$ cat config.mk
export PLATFORM = sky130hd
export DESIGN_NAME = modem_reply_matcher_top_flat
export DESIGN_NICKNAME = d
export VERILOG_FILES = /design/src/sv/mrm_pkg.sv /design/src/sv/mrm_req_if.sv /design/src/sv/mrm_rsp_if.sv /design/src/sv/mrm_in_reg.sv /design/src/sv/mrm_core.sv /design/src/sv/mrm_out_reg.sv /design/src/sv/modem_reply_matcher_top.sv /design/src/flat_wrapper.sv
export SDC_FILE = /design/constraint.sdc
export NUM_CORES = 1
export LEC_CHECK = 0
export ABC_AREA = 0
export BUFFER_PORTS_ARGS = -buffer_cell sky130_fd_sc_hd__clkbuf_2
export CORE_MARGIN = 8
export CORE_UTILIZATION = 58
export DETAILED_ROUTE_END_ITERATION = 6
export GPL_TIMING_DRIVEN = 0
export PLACE_DENSITY = 0.86
export SLEW_MARGIN = 15
export SYNTH_ARGS = -nofsm -noshare
export SYNTH_HDL_FRONTEND = slang
export SYNTH_SLANG_ARGS = --single-unit
$ cat constraint.sdc
create_clock -name clk -period 6.8 [get_ports clk]
set_clock_uncertainty 0.1 [all_clocks]
set_input_delay 1.36 -clock clk [delete_from_list [all_inputs] [get_ports clk]]
set_output_delay 1.36 -clock clk [all_outputs]
set_load 0.02 [all_outputs]
$ cat src/sv/mrm_pkg.sv
package mrm_pkg;

  localparam int PATTERN_MAX_DEF = 8;

  localparam int CMD_W    = 2;
  localparam int BYTE_W   = 8;
  localparam int STATUS_W = 3;
  localparam int PAT_W    = 64;
  localparam int LEN_W    = 4;
  localparam int TICK_W   = 16;
  localparam int CFG_IDX_W = 2;

  localparam logic [BYTE_W-1:0]  LINE_FEED = 8'h0A;
  localparam logic [TICK_W-1:0]  TICK_MAX  = 16'hFFFF;

  localparam logic [PAT_W-1:0]   PATTERN_RST = 64'h0;
  localparam logic [LEN_W-1:0]   LENGTH_RST  = 4'd2;
  localparam logic [TICK_W-1:0]  LIMIT_RST   = 16'd5;

  typedef enum logic [CMD_W-1:0] {
    CMD_ARM  = 2'd0,
    CMD_BYTE = 2'd1,
    CMD_TICK = 2'd2
  } cmd_t;

  typedef enum logic [CFG_IDX_W-1:0] {
    REG_PATTERN = 2'd0,
    REG_LENGTH  = 2'd1,
    REG_LIMIT   = 2'd2
  } reg_idx_t;

  typedef enum logic [STATUS_W-1:0] {
    ST_IDLE    = 3'd0,
    ST_AWAIT   = 3'd1,
    ST_SEARCH  = 3'd2,
    ST_SUCCESS = 3'd3,
    ST_TIMEOUT = 3'd4
  } status_t;

  typedef enum logic [4:0] {
    PH_IDLE    = 5'b00001,
    PH_AWAIT   = 5'b00010,
    PH_SEARCH  = 5'b00100,
    PH_SUCCESS = 5'b01000,
    PH_TIMEOUT = 5'b10000
  } phase_t;

  typedef struct packed {
    logic [CMD_W-1:0]  cmd;
    logic [BYTE_W-1:0] rx_byte;
  } item_t;

  typedef struct packed {
    logic [STATUS_W-1:0] status;
    logic                captured_valid;
    logic [BYTE_W-1:0]   captured_byte;
  } result_t;

  typedef struct packed {
    logic                 en;
    logic [CFG_IDX_W-1:0] index;
    logic [PAT_W-1:0]     data;
  } cfg_wr_t;

  function automatic logic [STATUS_W-1:0] phase_status(input phase_t ph);
    logic [STATUS_W-1:0] s;
    case (ph)
      PH_IDLE:    s = ST_IDLE;
      PH_AWAIT:   s = ST_AWAIT;
      PH_SEARCH:  s = ST_SEARCH;
      PH_SUCCESS: s = ST_SUCCESS;
      PH_TIMEOUT: s = ST_TIMEOUT;
      default:    s = ST_IDLE;
    endcase
    return s;
  endfunction

endpackage

$ cat src/sv/mrm_req_if.sv
interface mrm_req_if import mrm_pkg::*; ();
  logic                valid;
  logic                ready;
  logic [CMD_W-1:0]    cmd;
  logic [BYTE_W-1:0]   rx_byte;

  modport source (output valid, cmd, rx_byte, input ready);
  modport sink   (input valid, cmd, rx_byte, output ready);
endinterface

$ cat src/sv/mrm_rsp_if.sv
interface mrm_rsp_if import mrm_pkg::*; ();
  logic                valid;
  logic                ready;
  logic [STATUS_W-1:0] status;
  logic                captured_valid;
  logic [BYTE_W-1:0]   captured_byte;

  modport source (output valid, status, captured_valid, captured_byte, input ready);
  modport sink   (input valid, status, captured_valid, captured_byte, output ready);
endinterface

$ cat src/sv/mrm_in_reg.sv
module mrm_in_reg import mrm_pkg::*; (
  input  logic  clk,
  input  logic  rst,
  input  logic  in_valid,
  output logic  in_ready,
  input  item_t in_item,
  output logic  held_valid,
  output item_t held_item,
  input  logic  advance
);

  // take a new word when empty or when the held one moves on
  assign in_ready = !held_valid || advance;

  always_ff @(posedge clk) begin
    if (rst) begin
      held_valid <= 1'b0;
    end else if (in_ready) begin
      held_valid <= in_valid;
    end
  end

  always_ff @(posedge clk) begin
    if (in_ready && in_valid) begin
      held_item <= in_item;
    end
  end

endmodule

$ cat src/sv/mrm_core.sv
module mrm_core import mrm_pkg::*; #(
  parameter int PATTERN_MAX = PATTERN_MAX_DEF
) (
  input  logic    clk,
  input  logic    rst,
  input  cfg_wr_t cfg,
  input  logic    fire,
  input  item_t   item,
  output result_t res
);

  localparam int WIN_W = 8 * PATTERN_MAX;
  localparam logic [LEN_W-1:0] PM_LEN = LEN_W'(PATTERN_MAX);

  logic [PAT_W-1:0]  pattern_bytes;
  logic [LEN_W-1:0]  pattern_length;
  logic [TICK_W-1:0] timeout_limit;

  phase_t            phase, phase_next;
  logic [WIN_W-1:0]  recent_window, recent_window_next;
  logic              pattern_seen, pattern_seen_next;
  logic [TICK_W-1:0] elapsed_ticks, elapsed_ticks_next;

  logic [WIN_W-1:0]  shifted;
  logic [LEN_W-1:0]  len_eff;
  logic [TICK_W-1:0] ticks_inc;
  logic              hit;

  // configuration registers
  always_ff @(posedge clk) begin
    if (rst) begin
      pattern_bytes  <= PATTERN_RST;
      pattern_length <= LENGTH_RST;
      timeout_limit  <= LIMIT_RST;
    end else if (cfg.en) begin
      case (cfg.index)
        REG_PATTERN: pattern_bytes  <= cfg.data;
        REG_LENGTH:  pattern_length <= cfg.data[LEN_W-1:0];
        REG_LIMIT:   timeout_limit  <= cfg.data[TICK_W-1:0];
        default:     ;
      endcase
    end
  end

  // shift the byte in and compare the window against the pattern
  assign len_eff = (pattern_length > PM_LEN) ? PM_LEN : pattern_length;

  generate
    if (PATTERN_MAX > 1) begin : g_shift
      assign shifted = {recent_window[WIN_W-BYTE_W-1:0], item.rx_byte};
    end else begin : g_shift1
      assign shifted = item.rx_byte;
    end
  endgenerate

  always_comb begin
    hit = 1'b1;
    for (int i = 0; i < PATTERN_MAX; i++) begin
      if (LEN_W'(i) < len_eff &&
          shifted[8*i +: 8] != pattern_bytes[8*i +: 8]) begin
        hit = 1'b0;
      end
    end
  end

  assign ticks_inc = (elapsed_ticks == TICK_MAX) ? elapsed_ticks
                                                 : elapsed_ticks + 1'b1;

  always_comb begin
    phase_next         = phase;
    recent_window_next = recent_window;
    pattern_seen_next  = pattern_seen;
    elapsed_ticks_next = elapsed_ticks;
    res.captured_valid = 1'b0;
    res.captured_byte  = '0;
    case (item.cmd)
      CMD_ARM: begin
        recent_window_next = '0;
        pattern_seen_next  = 1'b0;
        elapsed_ticks_next = '0;
        phase_next = (timeout_limit == '0) ? PH_TIMEOUT : PH_AWAIT;
      end
      CMD_BYTE: begin
        if (phase == PH_AWAIT) begin
          if (item.rx_byte == LINE_FEED) phase_next = PH_SEARCH;
        end else if (phase == PH_SEARCH) begin
          res.captured_valid = 1'b1;
          res.captured_byte  = item.rx_byte;
          if (!pattern_seen) begin
            recent_window_next = shifted;
            pattern_seen_next  = hit;
          end else if (item.rx_byte == LINE_FEED) begin
            phase_next = PH_SUCCESS;
          end
        end
      end
      CMD_TICK: begin
        if (phase == PH_AWAIT || phase == PH_SEARCH) begin
          elapsed_ticks_next = ticks_inc;
          if (ticks_inc >= timeout_limit) phase_next = PH_TIMEOUT;
        end
      end
      default: ;
    endcase
    res.status = phase_status(phase_next);
  end

  always_ff @(posedge clk) begin
    if (rst) begin
      phase         <= PH_IDLE;
      recent_window <= '0;
      pattern_seen  <= 1'b0;
      elapsed_ticks <= '0;
    end else if (fire) begin
      phase         <= phase_next;
      recent_window <= recent_window_next;
      pattern_seen  <= pattern_seen_next;
      elapsed_ticks <= elapsed_ticks_next;
    end
  end

`ifndef NO_ASSERTIONS
  a_phase_onehot: assert property (@(posedge clk) disable iff (rst) $onehot(phase))
    else $error("phase not one-hot");
  a_seen_phase: assert property (@(posedge clk) disable iff (rst)
    pattern_seen |-> (phase != PH_IDLE && phase != PH_AWAIT))
    else $error("pattern seen outside a search");
  a_cap_search: assert property (@(posedge clk) disable iff (rst)
    (fire && res.captured_valid) |-> phase == PH_SEARCH)
    else $error("capture outside search phase");
  a_arm: assert property (@(posedge clk) disable iff (rst)
    (fire && item.cmd == CMD_ARM && timeout_limit != '0) |=>
      (phase == PH_AWAIT && elapsed_ticks == '0 && !pattern_seen))
    else $error("arm did not restart the wait");
  a_ticks_mono: assert property (@(posedge clk) disable iff (rst)
    !(fire && item.cmd == CMD_ARM) |=> elapsed_ticks >= $past(elapsed_ticks))
    else $error("tick count went backwards");
`endif

endmodule

$ cat src/sv/mrm_out_reg.sv
module mrm_out_reg import mrm_pkg::*; (
  input  logic    clk,
  input  logic    rst,
  input  logic    in_valid,
  output logic    in_ready,
  input  result_t in_res,
  output logic    out_valid,
  input  logic    out_ready,
  output result_t out_res
);

  // free when empty or when the word here is taken this cycle
  assign in_ready = !out_valid || out_ready;

  always_ff @(posedge clk) begin
    if (rst) begin
      out_valid <= 1'b0;
    end else if (in_ready) begin
      out_valid <= in_valid;
    end
  end

  always_ff @(posedge clk) begin
    if (in_ready && in_valid) begin
      out_res <= in_res;
    end
  end

endmodule

$ cat src/sv/modem_reply_matcher_top.sv
// Channel | Dir | Fields                                  | Word
// req     | in  | cmd[1:0], rx_byte[7:0]                  | one command
// rsp     | out | status[2:0], captured_valid, captured_byte[7:0] | one result
// cfg     | in  | cfg_en, cfg_index[1:0], cfg_data[63:0]  | one register write
//
// One result word per request word; a new request is taken every cycle unless rsp stalls.
// A request passes the input register, then the window compare and phase
// update feed the result register.
// Reset (rst, synchronous) returns the phase to idle and restores the
// register defaults. A stalled rsp holds the result register; the input
// register then fills and req.ready drops until rsp moves on.
module modem_reply_matcher_top import mrm_pkg::*; #(
  parameter int PATTERN_MAX = PATTERN_MAX_DEF
) (
  input  logic                 clk,
  input  logic                 rst,
  input  logic                 cfg_en,
  input  logic [CFG_IDX_W-1:0] cfg_index,
  input  logic [PAT_W-1:0]     cfg_data,
  mrm_req_if.sink              req,
  mrm_rsp_if.source            rsp
);

  item_t   in_item;
  item_t   held_item;
  logic    held_valid;
  logic    advance;
  logic    out_free;
  result_t core_res;
  result_t out_res;
  cfg_wr_t cfg;

  assign in_item.cmd     = req.cmd;
  assign in_item.rx_byte = req.rx_byte;

  assign cfg.en    = cfg_en;
  assign cfg.index = cfg_index;
  assign cfg.data  = cfg_data;

  // the held word moves into the result register when that has room
  assign advance = held_valid && out_free;

  mrm_in_reg u_in (
    .clk        (clk),
    .rst        (rst),
    .in_valid   (req.valid),
    .in_ready   (req.ready),
    .in_item    (in_item),
    .held_valid (held_valid),
    .held_item  (held_item),
    .advance    (advance)
  );

  // state advances exactly when a word is handed to the result register
  mrm_core #(.PATTERN_MAX(PATTERN_MAX)) u_core (
    .clk  (clk),
    .rst  (rst),
    .cfg  (cfg),
    .fire (advance),
    .item (held_item),
    .res  (core_res)
  );

  mrm_out_reg u_out (
    .clk       (clk),
    .rst       (rst),
    .in_valid  (held_valid),
    .in_ready  (out_free),
    .in_res    (core_res),
    .out_valid (rsp.valid),
    .out_ready (rsp.ready),
    .out_res   (out_res)
  );

  assign rsp.status         = out_res.status;
  assign rsp.captured_valid = out_res.captured_valid;
  assign rsp.captured_byte  = out_res.captured_byte;

endmodule

$ cat src/flat_wrapper.sv
// flat-port wrapper written by rule: the top's interface ports become plain ports
module modem_reply_matcher_top_flat import mrm_pkg::*;
#(
  parameter int PATTERN_MAX = PATTERN_MAX_DEF
)
  (clk, rst, cfg_en, cfg_index, cfg_data, req_valid, req_cmd, req_rx_byte, req_ready, rsp_valid, rsp_status, rsp_captured_valid, rsp_captured_byte, rsp_ready);
  mrm_req_if req_i ();
  mrm_rsp_if rsp_i ();
  input  logic clk;
  input  logic rst;
  input  logic cfg_en;
  input  logic [CFG_IDX_W-1:0] cfg_index;
  input  logic [PAT_W-1:0] cfg_data;
  input wire logic [$bits(req_i.valid)-1:0] req_valid;
  input wire logic [$bits(req_i.cmd)-1:0] req_cmd;
  input wire logic [$bits(req_i.rx_byte)-1:0] req_rx_byte;
  output wire logic [$bits(req_i.ready)-1:0] req_ready;
  output wire logic [$bits(rsp_i.valid)-1:0] rsp_valid;
  output wire logic [$bits(rsp_i.status)-1:0] rsp_status;
  output wire logic [$bits(rsp_i.captured_valid)-1:0] rsp_captured_valid;
  output wire logic [$bits(rsp_i.captured_byte)-1:0] rsp_captured_byte;
  input wire logic [$bits(rsp_i.ready)-1:0] rsp_ready;
  assign req_i.valid = req_valid;
  assign req_i.cmd = req_cmd;
  assign req_i.rx_byte = req_rx_byte;
  assign req_ready = req_i.ready;
  assign rsp_valid = rsp_i.valid;
  assign rsp_status = rsp_i.status;
  assign rsp_captured_valid = rsp_i.captured_valid;
  assign rsp_captured_byte = rsp_i.captured_byte;
  assign rsp_i.ready = rsp_ready;
  modem_reply_matcher_top #(.PATTERN_MAX(PATTERN_MAX)) u_core (.clk(clk), .rst(rst), .cfg_en(cfg_en), .cfg_index(cfg_index), .cfg_data(cfg_data), .req(req_i), .rsp(rsp_i));
endmodule
==> flow_summary.json <==
{
  "grt_first_pass_wirelength_um": 34300,
  "rsz0062_at_grt": "false",
  "place_congestion": 0.885,
  "cts_resized": 0,
  "grt_usage": 0.231,
  "critPathCaptureType": "register",
  "critPathRequiredTime_ns": 6.97,
  "power.internal_mw": 1.78,
  "path_class": "reg -> reg",
  "drt_iter0_drc": 587,
  "synthCells": 1012,
  "dr_total_vias": 7475,
  "clockRootBuffer": "clkbuf_16",
  "ant_nets": 0,
  "yosys.area.top_type": "dfxtp_1",
  "cts_made_buffers": 17,
  "core-area_um2": 14400,
  "final_nets": 1223,
  "worst_pin_slew_ns": 0.753,
  "ys_types": 64,
  "fin_util": 0.675,
  "final_max_slew_viol_count": 0,
  "dp_slack_ns": 2.60,
  "antenna_cells": 0,
  "crit_arrival_ns": 4.46,
  "cts_buffer_depth": 2,
  "fin_ws_ns": 2.52,
  "std_cell_rows": 44,
  "fp.dieArea_um2": 18600,
  "firstDrtPassIters": 5,
  "setup_viol": 0,
  "timing.setup.tns_ns": 0,
  "async_flop_share": 0,
  "min_period_ns": 4.28,
  "antenna_found_initial": 1,
  "start_util": 0.585,
  "grt_pass1_vias": 7203,
  "dieWidth_um": 136,
  "switchingPower_uw": 543,
  "status": "complete, no violations",
  "port_buffers": 94,
  "synth-edff-count": 22,
  "finalPower_mw": 2.33,
  "peakVddDrop_mv": 0.199,
  "pwr-share-comb": 0.071,
  "synth_nets": 1110,
  "wl_per_cell_um": 15.9,
  "netlist_area_um2": 8410,
  "p_per_area_nw_per_um2": 240,
  "grt-ovfl-total": 0,
  "cap_viol_max_count": 0,
  "cts_sinks": 186,
  "synth_most_common_cell": "nand2_1",
  "yosysSeqAreaShare": 0.469,
  "p_seq_frac": 0.496,
  "area_growth_pct": 15.4,
  "ys_warn_count": 0,
  "path_clk_slew_ns": 0.07,
  "synth_area_leaders": "dfxtp_1 (39%), nand2_1 (11%), a21oi_1 (9.0%)",
  "p_clk_frac": 0.433,
  "cts_tree": "yes",
  "die_y_um": 136,
  "cp-start-kind": "register",
  "holdBufCountCts": 0,
  "post-route-period-util": 0.630,
  "fin_area_um2": 9700,
  "viasPerCell": 5.66,
  "ys_top_cells_by_count": "nand2_1 (238), dfxtp_1 (164), a21oi_1 (151)",
  "route.detailed.drc": 0,
  "max_slew_margin": 0.498,
  "avgSynthCellArea_um2": 8.31,
  "hp-class": "reg -> reg",
  "n_fill_cell": 1146,
  "drive_gt1_frac": 0.135,
  "power_switching_share": 0.233,
  "hold_viol_final": 0,
  "max_freq_mhz": 233,
  "path_max_fanout": 8,
  "htree_levels": 4,
  "dpl.hpwl_um": 15400,
  "ys_ff_latch": 186,
  "leakagePower_nw": 3.58,
  "netlist.area_leader.share": 0.390,
  "grt_max_degree": 20,
  "r2r_slack_ns": 2.52,
  "dpl_cell_area_um2": 9110,
  "top_level_ports": 95,
  "cts_setup_buffers": 0,
  "wl_um": 21000,
  "clock_latency_ns": 0.43,
  "ys.flop_type": "dfxtp_1"
}
-- cells by family after synthesis --
group / after synthesis / share of synthesized area
multiplexers: 3 / 0.00357
buffers and inverters: 84 / 0.0421
flip-flops: 186 / 0.469
AND/OR/NAND/NOR: 430 / 0.236
adder cells (fa/ha/maj): 17 / 0.0253
XOR/XNOR: 76 / 0.0792
AO/OA/AOI/OAI: 216 / 0.145
-- state kept, by name, indices dropped and copies added, names as in the netlist --
register                      count
u_core.u_in.held_valid            1
u_core.u_core.pattern_seen        1
u_core.u_core.pattern_length      4
u_core.u_core.timeout_limit      16
u_core.u_core.pattern_bytes      64
u_core.u_out.out_valid            1
u_core.u_core.elapsed_ticks      16
u_core.u_core.phase               5
u_core.u_core.recent_window      56
u_core.u_out.out_res             12
u_core.u_in.held_item            10
-- cell type report --
type / instances / area, um2 / area share
Clock inverter: 11 / 145 / 0.0150
Timing Repair Buffer: 94 / 470 / 0.0485
Tap cell: 184 / 230 / 0.0237
Clock buffer: 20 / 447 / 0.0460
Inverter: 25 / 93.8 / 0.00967
Buffer: 59 / 260 / 0.0268
Multi-Input combinational cell: 742 / 4110 / 0.424
Sequential cell: 186 / 3940 / 0.406
-- routing by layer --
| metal | routed length (um) | global-route usage |
|---|---|---|
| met1 | 9130 | 0.291 |
| met2 | 10200 | 0.384 |
| met3 | 1310 | 0.0510 |
| met4 | 369 | 0.0781 |
| met5 | 8 | 0 |
-- stage by stage --
stage	instances	hold slack [ns]
after global placement	1290	0.343
after global routing	1321	0.389
final	1321	0.365
after detailed placement	1290	0.359
after CTS	1321	0.368
after floorplan	1012	0.335
-- cells in the final DEF, fill, tap and decap left out, types with 5 or more instances in the layout --
cell type and count:
clkbuf_1 48, a31oi_1 5, nand4_1 21, clkbuf_16 17, nor2b_1 5, o31ai_1 6, nor2_1 34, xnor2_1 63
ha_1 17, and3_1 6, nor4_1 9, nand3_1 68, nor3_1 6, o21ai_0 20, inv_1 25, nand2_1 238
xor2_1 13, edfxtp_1 22, clkbuf_2 94, a21oi_1 151, nand3b_1 5, dfxtp_1 164, and2_1 10, buf_2 7
-- worst max-delay path, cell delays in order (launching register included) --
cell and delay, ns:
dfxtp_1 0.30, buf_2 0.17, and4_1 0.30, nand4_2 0.22, or4_1 0.52, o21ai_1 0.25
ha_1 0.29, a211oi_1 0.27, o21ai_1 0.12, a221oi_1 0.45, o22ai_1 0.22, o31a_1 0.35
or3_1 0.33, a211oi_2 0.23
-- power groups by stage --
stage / Combinational, mW / Sequential [mW] / Clock, mW
floorplan: 0.0979 / 1.18 / 0
global placement: 0.157 / 1.18 / 0
detailed placement: 0.161 / 1.18 / 0
CTS: 0.163 / 1.15 / 1.01
global route: 0.181 / 1.16 / 1.07
finish: 0.164 / 1.15 / 1.01
-- final timing paths --
path,from,endpoint,depth (start not counted)
hold / removal,u_core.u_core.elapsed_ticks[11],u_core.u_core.elapsed_ticks[11],2
hold reg to reg,u_core.u_core.elapsed_ticks[11],u_core.u_core.elapsed_ticks[11],2
setup / recovery,u_core.u_core.elapsed_ticks[4],u_core.u_out.out_res[10],13
setup reg to reg,u_core.u_core.elapsed_ticks[4],u_core.u_out.out_res[10],13
(Power assumes the default switching activity.)
